--- src/rtl/core/dpbf_pkg.sv ---
package dpbf_pkg;

    // Pixel indexes keep only their low COORD_BITS bits.
    localparam int COORD_BITS = 11;
    localparam int PIX_W      = 11;
    localparam logic [PIX_W-1:0] PIX_MASK = PIX_W'((64'd1 << COORD_BITS) - 64'd1);

    localparam int DEPTH_W = 16;
    localparam int CTR_W   = 15;
    localparam int DEN_W   = 16;
    localparam int LIM_W   = 17;
    localparam int COL_W   = 8;
    localparam int PT_W    = 18;

    // Offset 16*pix - centre is signed; its magnitude fits in OFF_W-1 bits.
    localparam int OFF_W   = CTR_W + 2;
    localparam int MAG_W   = OFF_W - 1;

    // Quotients are only needed below 2**QBITS; anything larger is out of the box.
    localparam int QBITS   = 17;
    localparam int NUM_W   = MAG_W + QBITS;
    localparam int DIV_LAT = QBITS;

    localparam int CFG_IDX_W = 3;
    localparam int CFG_DAT_W = 17;

    typedef enum logic [CFG_IDX_W-1:0] {
        CFG_DEPTH_SCALE = 3'd0,
        CFG_CENTER_X    = 3'd1,
        CFG_CENTER_Y    = 3'd2,
        CFG_FOCAL_X     = 3'd3,
        CFG_FOCAL_Y     = 3'd4,
        CFG_BOX_LIMIT   = 3'd5
    } t_cfg_idx;

    // Divisors here already have zero replaced by one.
    typedef struct packed {
        logic [DEN_W-1:0] depth_scale;
        logic [CTR_W-1:0] center_x;
        logic [CTR_W-1:0] center_y;
        logic [DEN_W-1:0] focal_x;
        logic [DEN_W-1:0] focal_y;
        logic [LIM_W-1:0] box_limit;
    } t_cfg;

endpackage

--- src/rtl/core/dpbf_cfg.sv ---
module dpbf_cfg (
    input  logic                             i_clk,
    input  logic                             i_rst_n,
    input  logic                             i_cfg_valid,
    output logic                             o_cfg_ready,
    input  logic [dpbf_pkg::CFG_IDX_W-1:0]   i_cfg_index,
    input  logic [dpbf_pkg::CFG_DAT_W-1:0]   i_cfg_data,
    output dpbf_pkg::t_cfg                   o_cfg
);

    logic [dpbf_pkg::DEN_W-1:0] r_depth_scale;
    logic [dpbf_pkg::CTR_W-1:0] r_center_x;
    logic [dpbf_pkg::CTR_W-1:0] r_center_y;
    logic [dpbf_pkg::DEN_W-1:0] r_focal_x;
    logic [dpbf_pkg::DEN_W-1:0] r_focal_y;
    logic [dpbf_pkg::LIM_W-1:0] r_box_limit;

    assign o_cfg_ready = 1'b1;

    always_ff @(posedge i_clk) begin
        if (!i_rst_n) begin
            r_depth_scale <= 16'd1000;
            r_center_x    <= 15'd5120;
            r_center_y    <= 15'd3840;
            r_focal_x     <= 16'd9728;
            r_focal_y     <= 16'd9728;
            r_box_limit   <= 17'd65536;
        end else if (i_cfg_valid) begin
            unique case (dpbf_pkg::t_cfg_idx'(i_cfg_index))
                dpbf_pkg::CFG_DEPTH_SCALE: r_depth_scale <= i_cfg_data[15:0];
                dpbf_pkg::CFG_CENTER_X:    r_center_x    <= i_cfg_data[14:0];
                dpbf_pkg::CFG_CENTER_Y:    r_center_y    <= i_cfg_data[14:0];
                dpbf_pkg::CFG_FOCAL_X:     r_focal_x     <= i_cfg_data[15:0];
                dpbf_pkg::CFG_FOCAL_Y:     r_focal_y     <= i_cfg_data[15:0];
                dpbf_pkg::CFG_BOX_LIMIT:   r_box_limit   <= i_cfg_data;
                default: ;
            endcase
        end
    end

    // A zero divisor behaves as one.
    always_comb begin
        o_cfg.depth_scale = (r_depth_scale == '0) ? 16'd1 : r_depth_scale;
        o_cfg.center_x    = r_center_x;
        o_cfg.center_y    = r_center_y;
        o_cfg.focal_x     = (r_focal_x == '0) ? 16'd1 : r_focal_x;
        o_cfg.focal_y     = (r_focal_y == '0) ? 16'd1 : r_focal_y;
        o_cfg.box_limit   = r_box_limit;
    end

endmodule

--- config.mk ---
export PLATFORM = sky130hd
export DESIGN_NAME = dpbf_cfg
export DESIGN_NICKNAME = d
export VERILOG_FILES = /design/src/rtl/core/dpbf_pkg.sv /design/src/rtl/core/dpbf_cfg.sv
export SDC_FILE = /design/constraint.sdc
export NUM_CORES = 1
export LEC_CHECK = 0
export BUFFER_PORTS_ARGS = -buffer_cell sky130_fd_sc_hd__buf_2
export CAP_MARGIN = 20
export CORE_ASPECT_RATIO = 0.8
export CORE_UTILIZATION = 50
export CTS_CLUSTER_DIAMETER = 80
export DETAILED_ROUTE_END_ITERATION = 7
export PLACE_DENSITY = 0.78
export SLEW_MARGIN = 20
export SYNTH_ARGS = -nofsm -noshare
export SYNTH_HDL_FRONTEND = slang
export SYNTH_SLANG_ARGS = --single-unit
--- constraint.sdc ---
create_clock -name i_clk -period 1.57 [get_ports i_clk]
set_clock_uncertainty 0.15 [all_clocks]
set_input_delay 0.157 -clock i_clk [delete_from_list [all_inputs] [get_ports i_clk]]
set_output_delay 0.157 -clock i_clk [all_outputs]
set_load 0.02 [all_outputs]
==> results.cfg <==
[outcome]
status = finished with violations
violations = setup timing

[sta]
fin_crit_sh = 1.05
period_needed_ps = 1640
fmax_mhz = 609
finalHoldViolCount = 0
timing.final.ws_setup_ps = -71.2
rsz0062_at_grt = true
finalSetupTns_ps = -189
setup_viol = 3
drv_slew = 0

[clocking]
clkSinkCount = 95
cts_tree = done
cts_buffer_depth = 2
root_buffer = clkbuf_8
cts_buffers = 9
clock_latency_ps = 350
clk_pin_slew_ps = 90
htreeDepth = 3

[worst_setup_path]
cpPeakStageDelay_ps = 350
slowest_stage = dfxtp_2
cp_num_buf_inv = 1
worstSetupStartpoint = r_focal_x[3]$_SDFFE_PN0P_
worstSetupEndpointType = primary output
startpoint_type = flop
worstPathRequired_ps = 1260
crit_chain = nor4_4 > a41o_1 > buf_4
r2r_start = r_focal_y[7]$_SDFFE_PN0P_
crit_type = reg -> out
crit_fanout = 3
reg2reg_slack_ps = 710
arrival_ps = 1330
cp_top_family = flip-flops

[yosys]
ys_ff_latch = 95
synth_top_area_frac = 0.501
yosysWarnings = 0
synth_top_family_by_area = simple AND/OR/NAND/NOR gates
synth.area.mux_share = 0.0184
yosysTopAreaCell = dfxtp_1
yosys.area_share.simple = 0.245
synth_fa_ha_area_frac = 0
seq_area_frac_synth = 0.501
synth_flop_cell = dfxtp_1
synth_async_sr_flop_share = 0
synthXorXnorAreaFrac = 0
synthTopCellsByArea = dfxtp_1, nand2_1, a21boi_0, clkbuf_1, nand3_1
synth_enable_flop_cells = 0
ys_types = 24
synth_nets = 492
syn_area_um2 = 3800
syn_avg_cell_area_um2 = 8.10
netlist_instances = 469
synth_compound_area_frac = 0.142

[floorplan]
chipHeight_um = 80.0
start_util = 0.514
die_w_um = 99.5
fp.coreArea_um2 = 7390
dieArea_um2 = 7950
num_rows = 28
io_pins = 119

[cells_and_area]
syn2layout_area_growth_pct = 26.9
final_cells = 657
finalNetCount = 570
fill_cells = 643
regArea_um2 = 1920
multi_input_area_um2 = 1630
drive_gt1_frac = 0.299
diodes = 0

[route]
routed-via-count = 3391
viasPerCell = 5.16
drtPass1Iterations = 4
drt_iter0_drc = 143
wire_per_inst_um = 15.2
drc_errors = 0
ant_nets = 0
routed_wl_um = 10000

[place]
place_inst = 623
hpwl_um = 6770
io_buffers = 117
place_ws_ps = 101
gp_congestion = 0.767

[global_routing]
antenna_found_initial = 0
grt.total_usage = 0.260
grt-ovfl-total = 0
grt_pass1_vias = 2994
grt_max_degree = 50
grt_pass1_wl_um = 15600

[run]
max_cap_violations = 0

[power_and_ir_drop]
p_leak_uw = 0.00209
powerDensity_nw_per_um2 = 946
ir_drop_mv = 0.812

[hold_path]
hp-class = in -> reg
hold_start = i_rst_n
cell usage in the layout (no fill, tap or decap), drive strengths merged, types with 2 or more instances in the layout:
cell / n
clkinv: 3
and4bb: 2
nor3: 3
nand2: 149
mux2i: 7
nand4b: 2
nor4: 9
dfxtp: 95
a21boi: 52
clkbuf: 10
o21ai: 24
nand3: 36
buf: 130
nand4bb: 3
a41o: 3
dlygate4sd3: 17
state kept, by name, summed over array words and instances, names as in the netlist:
register       count
r_center_x        15
r_focal_x         16
r_depth_scale     16
r_focal_y         16
r_center_y        15
r_box_limit       17
path summary, 6_finish.rpt:
| kind | endpoint | depth (start not counted) |
|---|---|---|
| worst max-delay path | o_cfg[33] | 3 |
| worst min-delay path | r_focal_x[10]$_SDFFE_PN1P_ | 3 |
| worst max register to register | r_focal_y[7]$_SDFFE_PN0P_ | 2 |
| worst min register to register | r_center_x[8]$_SDFFE_PN0P_ | 2 |
metrics by stage:
step / total power, uW / area (um^2) / util / hold slack, ps
floorplan: 2820 / 3800 / - / 131
detailed placement: 2990 / 4330 / 0.586 / 235
global placement: 2980 / 4330 / 0.586 / 216
CTS: 4580 / 4760 / 0.644 / 41.0
finish: 4560 / 4820 / 0.652 / 50.2
global route: 4730 / 4820 / 0.652 / 39.1
synth_stat cells, types with 2 or more instances:
master,number
clkbuf_1,59
buf_1,2
a21boi_1,6
a41o_1,3
mux2i_1,7
and4bb_2,2
buf_2,13
nand2_1,149
nor4_1,9
o21ai_0,24
nor3_1,3
dfxtp_1,95
nand3_1,36
buf_6,2
nand4b_1,2
buf_4,2
a21boi_0,46
nand4bb_1,3
power by group:
part | switching, uW | internal, uW
clock | 837 | 745
combinational | 283 | 186
sequential | 44.6 | 2460
total | 1160 | 3390
tightest hold or removal path, stage by stage:
cell	delay (ps)
buf_2	150
buf_12	170
nand2_1	50
logic make-up after synthesis:
family | Yosys count
and+or+nand+nor | 207
DFF | 95
buffers and inverters | 80
AOI/OAI and AO/OA | 79
muxes | 7
other | 1
cell type report:
cell class	instances	area share
repair buffers	147	0.196
clock buffers	10	0.0265
clock inverters	6	0.0143
well taps	105	0.0273
flip-flops and latches	95	0.398
multi-input cells	294	0.338
layer usage:
layer  up-vias  part of all wire  track usage
li1       1669                 -            -
met2       126              0.48        0.430
met4         0            0.0070       0.0544
met3         6             0.067       0.0613
met1      1590              0.45        0.348
met5         -                 0            0
timing repair:
item	CTS	global route
endpoints found under the setup margin	3	3
buffers inserted	1	0
hold endpoints to repair	67	0
hold buffers	17	0
gates resized for setup	15	13
cloned	0	0
pin swaps	8	6
Note: power is estimated with default switching activity, not from simulation.
