[config.mk]
export PLATFORM = sky130hd
export DESIGN_NAME = dpbf_div
export DESIGN_NICKNAME = d
export VERILOG_FILES = /design/src/rtl/core/dpbf_pkg.sv /design/src/rtl/core/dpbf_div.sv
export SDC_FILE = /design/constraint.sdc
export NUM_CORES = 1
export LEC_CHECK = 0
export BUFFER_PORTS_ARGS = -buffer_cell sky130_fd_sc_hd__buf_4
export CAP_MARGIN = 10
export CORE_ASPECT_RATIO = 1.75
export CORE_MARGIN = 8
export CORE_UTILIZATION = 60
export CTS_CLUSTER_DIAMETER = 100
export DETAILED_ROUTE_END_ITERATION = 8
export PLACE_DENSITY = 0.87
export SLEW_MARGIN = 20
export SYNTH_ARGS = -nofsm -noshare
export SYNTH_HDL_FRONTEND = slang
export SYNTH_SLANG_ARGS = --single-unit
[constraint.sdc]
create_clock -name i_clk -period 5.05 [get_ports i_clk]
set_input_delay 1.01 -clock i_clk [delete_from_list [all_inputs] [get_ports i_clk]]
set_output_delay 1.01 -clock i_clk [all_outputs]
set_load 0.02 [all_outputs]
[src/rtl/core/dpbf_pkg.sv]
package dpbf_pkg;

    // Pixel indexes keep only their low COORD_BITS bits.
    localparam int COORD_BITS = 11;
    localparam int PIX_W      = 11;
    localparam logic [PIX_W-1:0] PIX_MASK = PIX_W'((64'd1 << COORD_BITS) - 64'd1);

    localparam int DEPTH_W = 16;
    localparam int CTR_W   = 15;
    localparam int DEN_W   = 16;
    localparam int LIM_W   = 17;
    localparam int COL_W   = 8;
    localparam int PT_W    = 18;

    // Offset 16*pix - centre is signed; its magnitude fits in OFF_W-1 bits.
    localparam int OFF_W   = CTR_W + 2;
    localparam int MAG_W   = OFF_W - 1;

    // Quotients are only needed below 2**QBITS; anything larger is out of the box.
    localparam int QBITS   = 17;
    localparam int NUM_W   = MAG_W + QBITS;
    localparam int DIV_LAT = QBITS;

    localparam int CFG_IDX_W = 3;
    localparam int CFG_DAT_W = 17;

    typedef enum logic [CFG_IDX_W-1:0] {
        CFG_DEPTH_SCALE = 3'd0,
        CFG_CENTER_X    = 3'd1,
        CFG_CENTER_Y    = 3'd2,
        CFG_FOCAL_X     = 3'd3,
        CFG_FOCAL_Y     = 3'd4,
        CFG_BOX_LIMIT   = 3'd5
    } t_cfg_idx;

    // Divisors here already have zero replaced by one.
    typedef struct packed {
        logic [DEN_W-1:0] depth_scale;
        logic [CTR_W-1:0] center_x;
        logic [CTR_W-1:0] center_y;
        logic [DEN_W-1:0] focal_x;
        logic [DEN_W-1:0] focal_y;
        logic [LIM_W-1:0] box_limit;
    } t_cfg;

endpackage

[src/rtl/core/dpbf_div.sv]
module dpbf_div (
    input  logic                         i_clk,
    input  logic                         i_en,
    input  logic [dpbf_pkg::NUM_W-1:0]   i_num,
    input  logic [dpbf_pkg::DEN_W-1:0]   i_den,
    output logic [dpbf_pkg::QBITS-1:0]   o_quo
);

    // Restoring division, one quotient bit per stage, most significant first.
    // The caller guarantees i_num < i_den * 2**QBITS for a meaningful result.
    logic [dpbf_pkg::NUM_W-1:0] r_rem [dpbf_pkg::QBITS];
    logic [dpbf_pkg::QBITS-1:0] r_quo [dpbf_pkg::QBITS];

    for (genvar k = 0; k < dpbf_pkg::QBITS; k++) begin : g_stage
        logic [dpbf_pkg::NUM_W-1:0] w_rem_in;
        logic [dpbf_pkg::QBITS-1:0] w_quo_in;
        logic [dpbf_pkg::NUM_W-1:0] w_dsh;
        logic                       w_ge;

        if (k == 0) begin : g_first
            assign w_rem_in = i_num;
            assign w_quo_in = '0;
        end else begin : g_next
            assign w_rem_in = r_rem[k-1];
            assign w_quo_in = r_quo[k-1];
        end

        assign w_dsh = dpbf_pkg::NUM_W'(i_den) << (dpbf_pkg::QBITS - 1 - k);
        assign w_ge  = (w_rem_in >= w_dsh);

        always_ff @(posedge i_clk) begin
            if (i_en) begin
                r_rem[k] <= w_ge ? (w_rem_in - w_dsh) : w_rem_in;
                r_quo[k] <= {w_quo_in[dpbf_pkg::QBITS-2:0], w_ge};
            end
        end
    end

    assign o_quo = r_quo[dpbf_pkg::QBITS-1];

endmodule

==> flow_metrics.py <==
metrics = {
    "detailed_routing": {
        "drtIter0Drc": 1915,
        "vias": 29200,
        "firstDrtPassIters": 5,
        "ant_nets": 0,
        "drc": 0,
        "wl_per_cell_um": 23.3,
        "routed_via_density": 6.49,
        "wl_um": 105000,
    },
    "critical_path": {
        "path_max_fanout": 10,
        "cpPeakStageDelay_ns": 0.87,
        "critPathMostFrequentCell": "buf_4",
        "crit_path_end_kind": "flip-flop",
        "worst-path-stages": 13,
        "r2r-end": "r_rem[0][361]",
        "r2r-start": "r_rem[0][305]",
        "criticalPathCategory": "input pin to flip-flop",
        "startpoint_type": "input pin",
        "critPathTopFamily": "simple AND/OR/NAND/NOR gates",
        "crit_chain": "buf_4 > inv_1 > buf_4 > ha_1 > nor4b_1 > nand4b_1 > nor4_1 > buf_4 > o211ai_1 > and3_1 > or4_1 > nor4_1 > xor2_1",
        "worstPathRequired_ns": 5.45,
        "critical-path-slowest-cell": "nor4b_1",
        "cp.arrival_ns": 5.15,
        "worstSetupStartpoint": "i_den[2]",
        "crit_buf_inv": 4,
        "rr_worst_depth": 10,
        "reg2reg_slack_ns": 0.92,
        "critPathCapture": "r_rem[0][361]",
    },
    "floorplan": {
        "chipWidth_um": 208,
        "num_rows": 123,
        "fp.dieArea_sq_um": 73400,
        "start_util": 0.604,
        "num_io_pins": 68,
        "core_sq_um": 64200,
        "die_h_um": 352,
    },
    "finish": {
        "final_cell_area_sq_um": 43400,
        "final_common_cell": "edfxtp_1",
        "layout-drive-gt1-share": 0.101,
        "layout.cells.non_filler": 4493,
        "final_cell_mix": "edfxtp_1 (681), nand2_1 (277), ha_1 (272), nor2_1 (265), a21oi_1 (263)",
        "final_nets": 3970,
        "syn2layout_area_growth_pct": 11.8,
        "finalCoreUtilization": 0.676,
    },
    "placed_design": {
        "port_buffers": 67,
        "dp.cells": 4382,
        "hpwl_um": 75800,
        "dp_slack_ns": -0.139,
        "dpl_cell_area_sq_um": 41200,
        "routabilityCongestion": 0.963,
    },
    "global_route": {
        "grt_pass1_wl_um": 159000,
        "grt_max_degree": 104,
        "grt_pass1_vias": 30700,
        "antenna_found_initial": 2,
        "grtUsageTotal": 0.280,
        "globalRouteOverflowTotal": 0,
    },
    "pwr": {
        "p_clk_frac": 0.219,
        "internal_power_mw": 14.7,
        "switching_share": 0.357,
        "seqPwrFrac": 0.399,
        "power_frac_comb": 0.382,
        "vdd_drop_max_uv": 336,
        "powerDensity_nw_per_um2": 527,
        "p_total_mw": 22.9,
        "p_switching_mw": 8.16,
        "p_leak_nw": 16.2,
    },
    "logic_synthesis": {
        "async_reset_ff_frac": 0,
        "synth_cells": 3449,
        "synth_mux_area_frac": 0.0124,
        "ys_ff_latch": 681,
        "synth_xor_area_frac": 0.0709,
        "synth_compound_area_frac": 0.135,
        "syn_avg_cell_area_sq_um": 11.2,
        "synthSimpleGateAreaFrac": 0.141,
        "yosys.area_share.adder": 0.0960,
        "yosysWarnings": 0,
        "synth_area_sq_um": 38800,
        "synth_top_flop_cell": "edfxtp_1",
        "ys_seq_area_frac": 0.527,
        "synth-edff-count": 681,
        "synth_top_family_by_area": "simple AND/OR/NAND/NOR gates",
        "synthDistinctLibCells": 85,
        "syn_nets": 3788,
    },
    "clock_network": {
        "hold_buffers": 0,
        "clock-root-buffer": "clkbuf_16",
        "cts_setup_buffers": 0,
        "worstSkewPairLatency_ns": 0.68,
        "cts_tree": "done",
        "cts_buffer_depth": 3,
        "cts_made_buffers": 58,
        "cts_resized": 0,
        "clkTransAtPathRegs_ns": 0.06,
        "htreeDepth": 2,
        "cts_sinks": 681,
    },
    "sta": {
        "finalWorstSetupSlack_ns": 0.295,
        "fin_hold_ws_ns": 0.405,
        "fin_tns_setup_ns": 0,
        "maxSlewViolCount": 0,
        "worst_pin_slew_ns": 1.04,
        "finalCritPeriodShare": 0.942,
        "setup-violations-final": 0,
        "rsz0062_at_grt": "no",
        "worst_slew_margin_rel": 0.298,
        "min_period_ns": 4.75,
        "hold_viol_final": 0,
        "fmax_mhz": 210,
        "finClkSkew_ns": 0.0503,
    },
    "min_path": {
        "min_path_type": "flip-flop to flip-flop",
        "hold_path_depth": 0,
    },
    "status": {
        "status": "complete, no violations",
    },
    "run": {
        "maxCapViolations": 0,
    },
}
## routing by layer
metal / GRT usage / share of wire / up-vias
met5: 0 / 0 / -
met4: 0.281 / 0.11 / 0
met3: 0.0558 / 0.057 / 602
met2: 0.534 / 0.54 / 1228
met1: 0.227 / 0.29 / 13900
li1: - / - / 13400
## cells by family after synthesis
logic type | after synthesis
adder cells (fa/ha/maj) | 288
flip-flops | 681
buffers and inverters | 178
XOR/XNOR | 314
AND/OR/NAND/NOR | 1095
AO/OA/AOI/OAI | 850
multiplexers | 43
## how the worst min path moves through the flow
stage	start	end	slack, ns
final	r_quo[0][160]	r_quo[0][178]	0.41
after global routing	r_quo[0][125]	r_quo[0][143]	0.42
after CTS	r_quo[0][160]	r_quo[0][178]	0.40
after detailed placement	r_quo[0][104]	r_quo[0][122]	0.40
after global placement	r_quo[0][188]	r_quo[0][206]	0.40
after floorplan	r_quo[0][85]	r_quo[0][103]	0.40
## registers in the layout (all words and copies together) (netlist names)
name / count
r_rem: 528
r_quo: 153
## synth_stat cells, types with 35 or more instances
cell | count | share of area
a21o_1 | 80 | 0.015
a21oi_1 | 265 | 0.034
clkbuf_1 | 52 | 0.0050
edfxtp_1 | 681 | 0.53
ha_1 | 272 | 0.088
inv_1 | 117 | 0.011
mux2_2 | 35 | 0.010
nand2_1 | 277 | 0.027
nand2b_1 | 47 | 0.0076
nand3_1 | 70 | 0.0090
nand4_1 | 43 | 0.0069
nor2_1 | 266 | 0.026
nor2b_1 | 42 | 0.0068
nor3_1 | 99 | 0.013
nor4_1 | 68 | 0.011
o21a_1 | 42 | 0.0081
o21ai_0 | 242 | 0.031
or3_1 | 37 | 0.0060
xnor2_1 | 154 | 0.035
xor2_1 | 160 | 0.036
## worst reg2reg max path, stage by stage, from the launching register on
cell and delay (ns):
edfxtp_1 0.42, ha_1 0.42, nor4b_1 0.87, nand4b_1 0.25, nor4_1 0.32, buf_4 0.21
o211ai_1 0.12, and3_1 0.24, or4_1 0.56, nor4_1 0.31, xor2_1 0.11
## cell type report
type | instances | area, sq um
well taps | 812 | 1020
flip-flops and latches | 681 | 20400
clock buffers | 66 | 1500
fillers | 4568 | 20800
inverters | 118 | 443
diodes | 1 | 2.50
repair buffers | 182 | 1640
clock inverters | 43 | 623
multi-input cells | 2590 | 17700
## power by group through the flow
stage	Sequential [mW]	Clock [mW]	Combinational, mW
after global routing	9.22	5.23	9.61
after CTS	9.08	5.04	8.58
after global placement	9.14	0	8.22
after floorplan	8.81	0	6.37
after detailed placement	9.19	0	8.50
final	9.13	5.00	8.72
(Power assumes the default switching activity.)
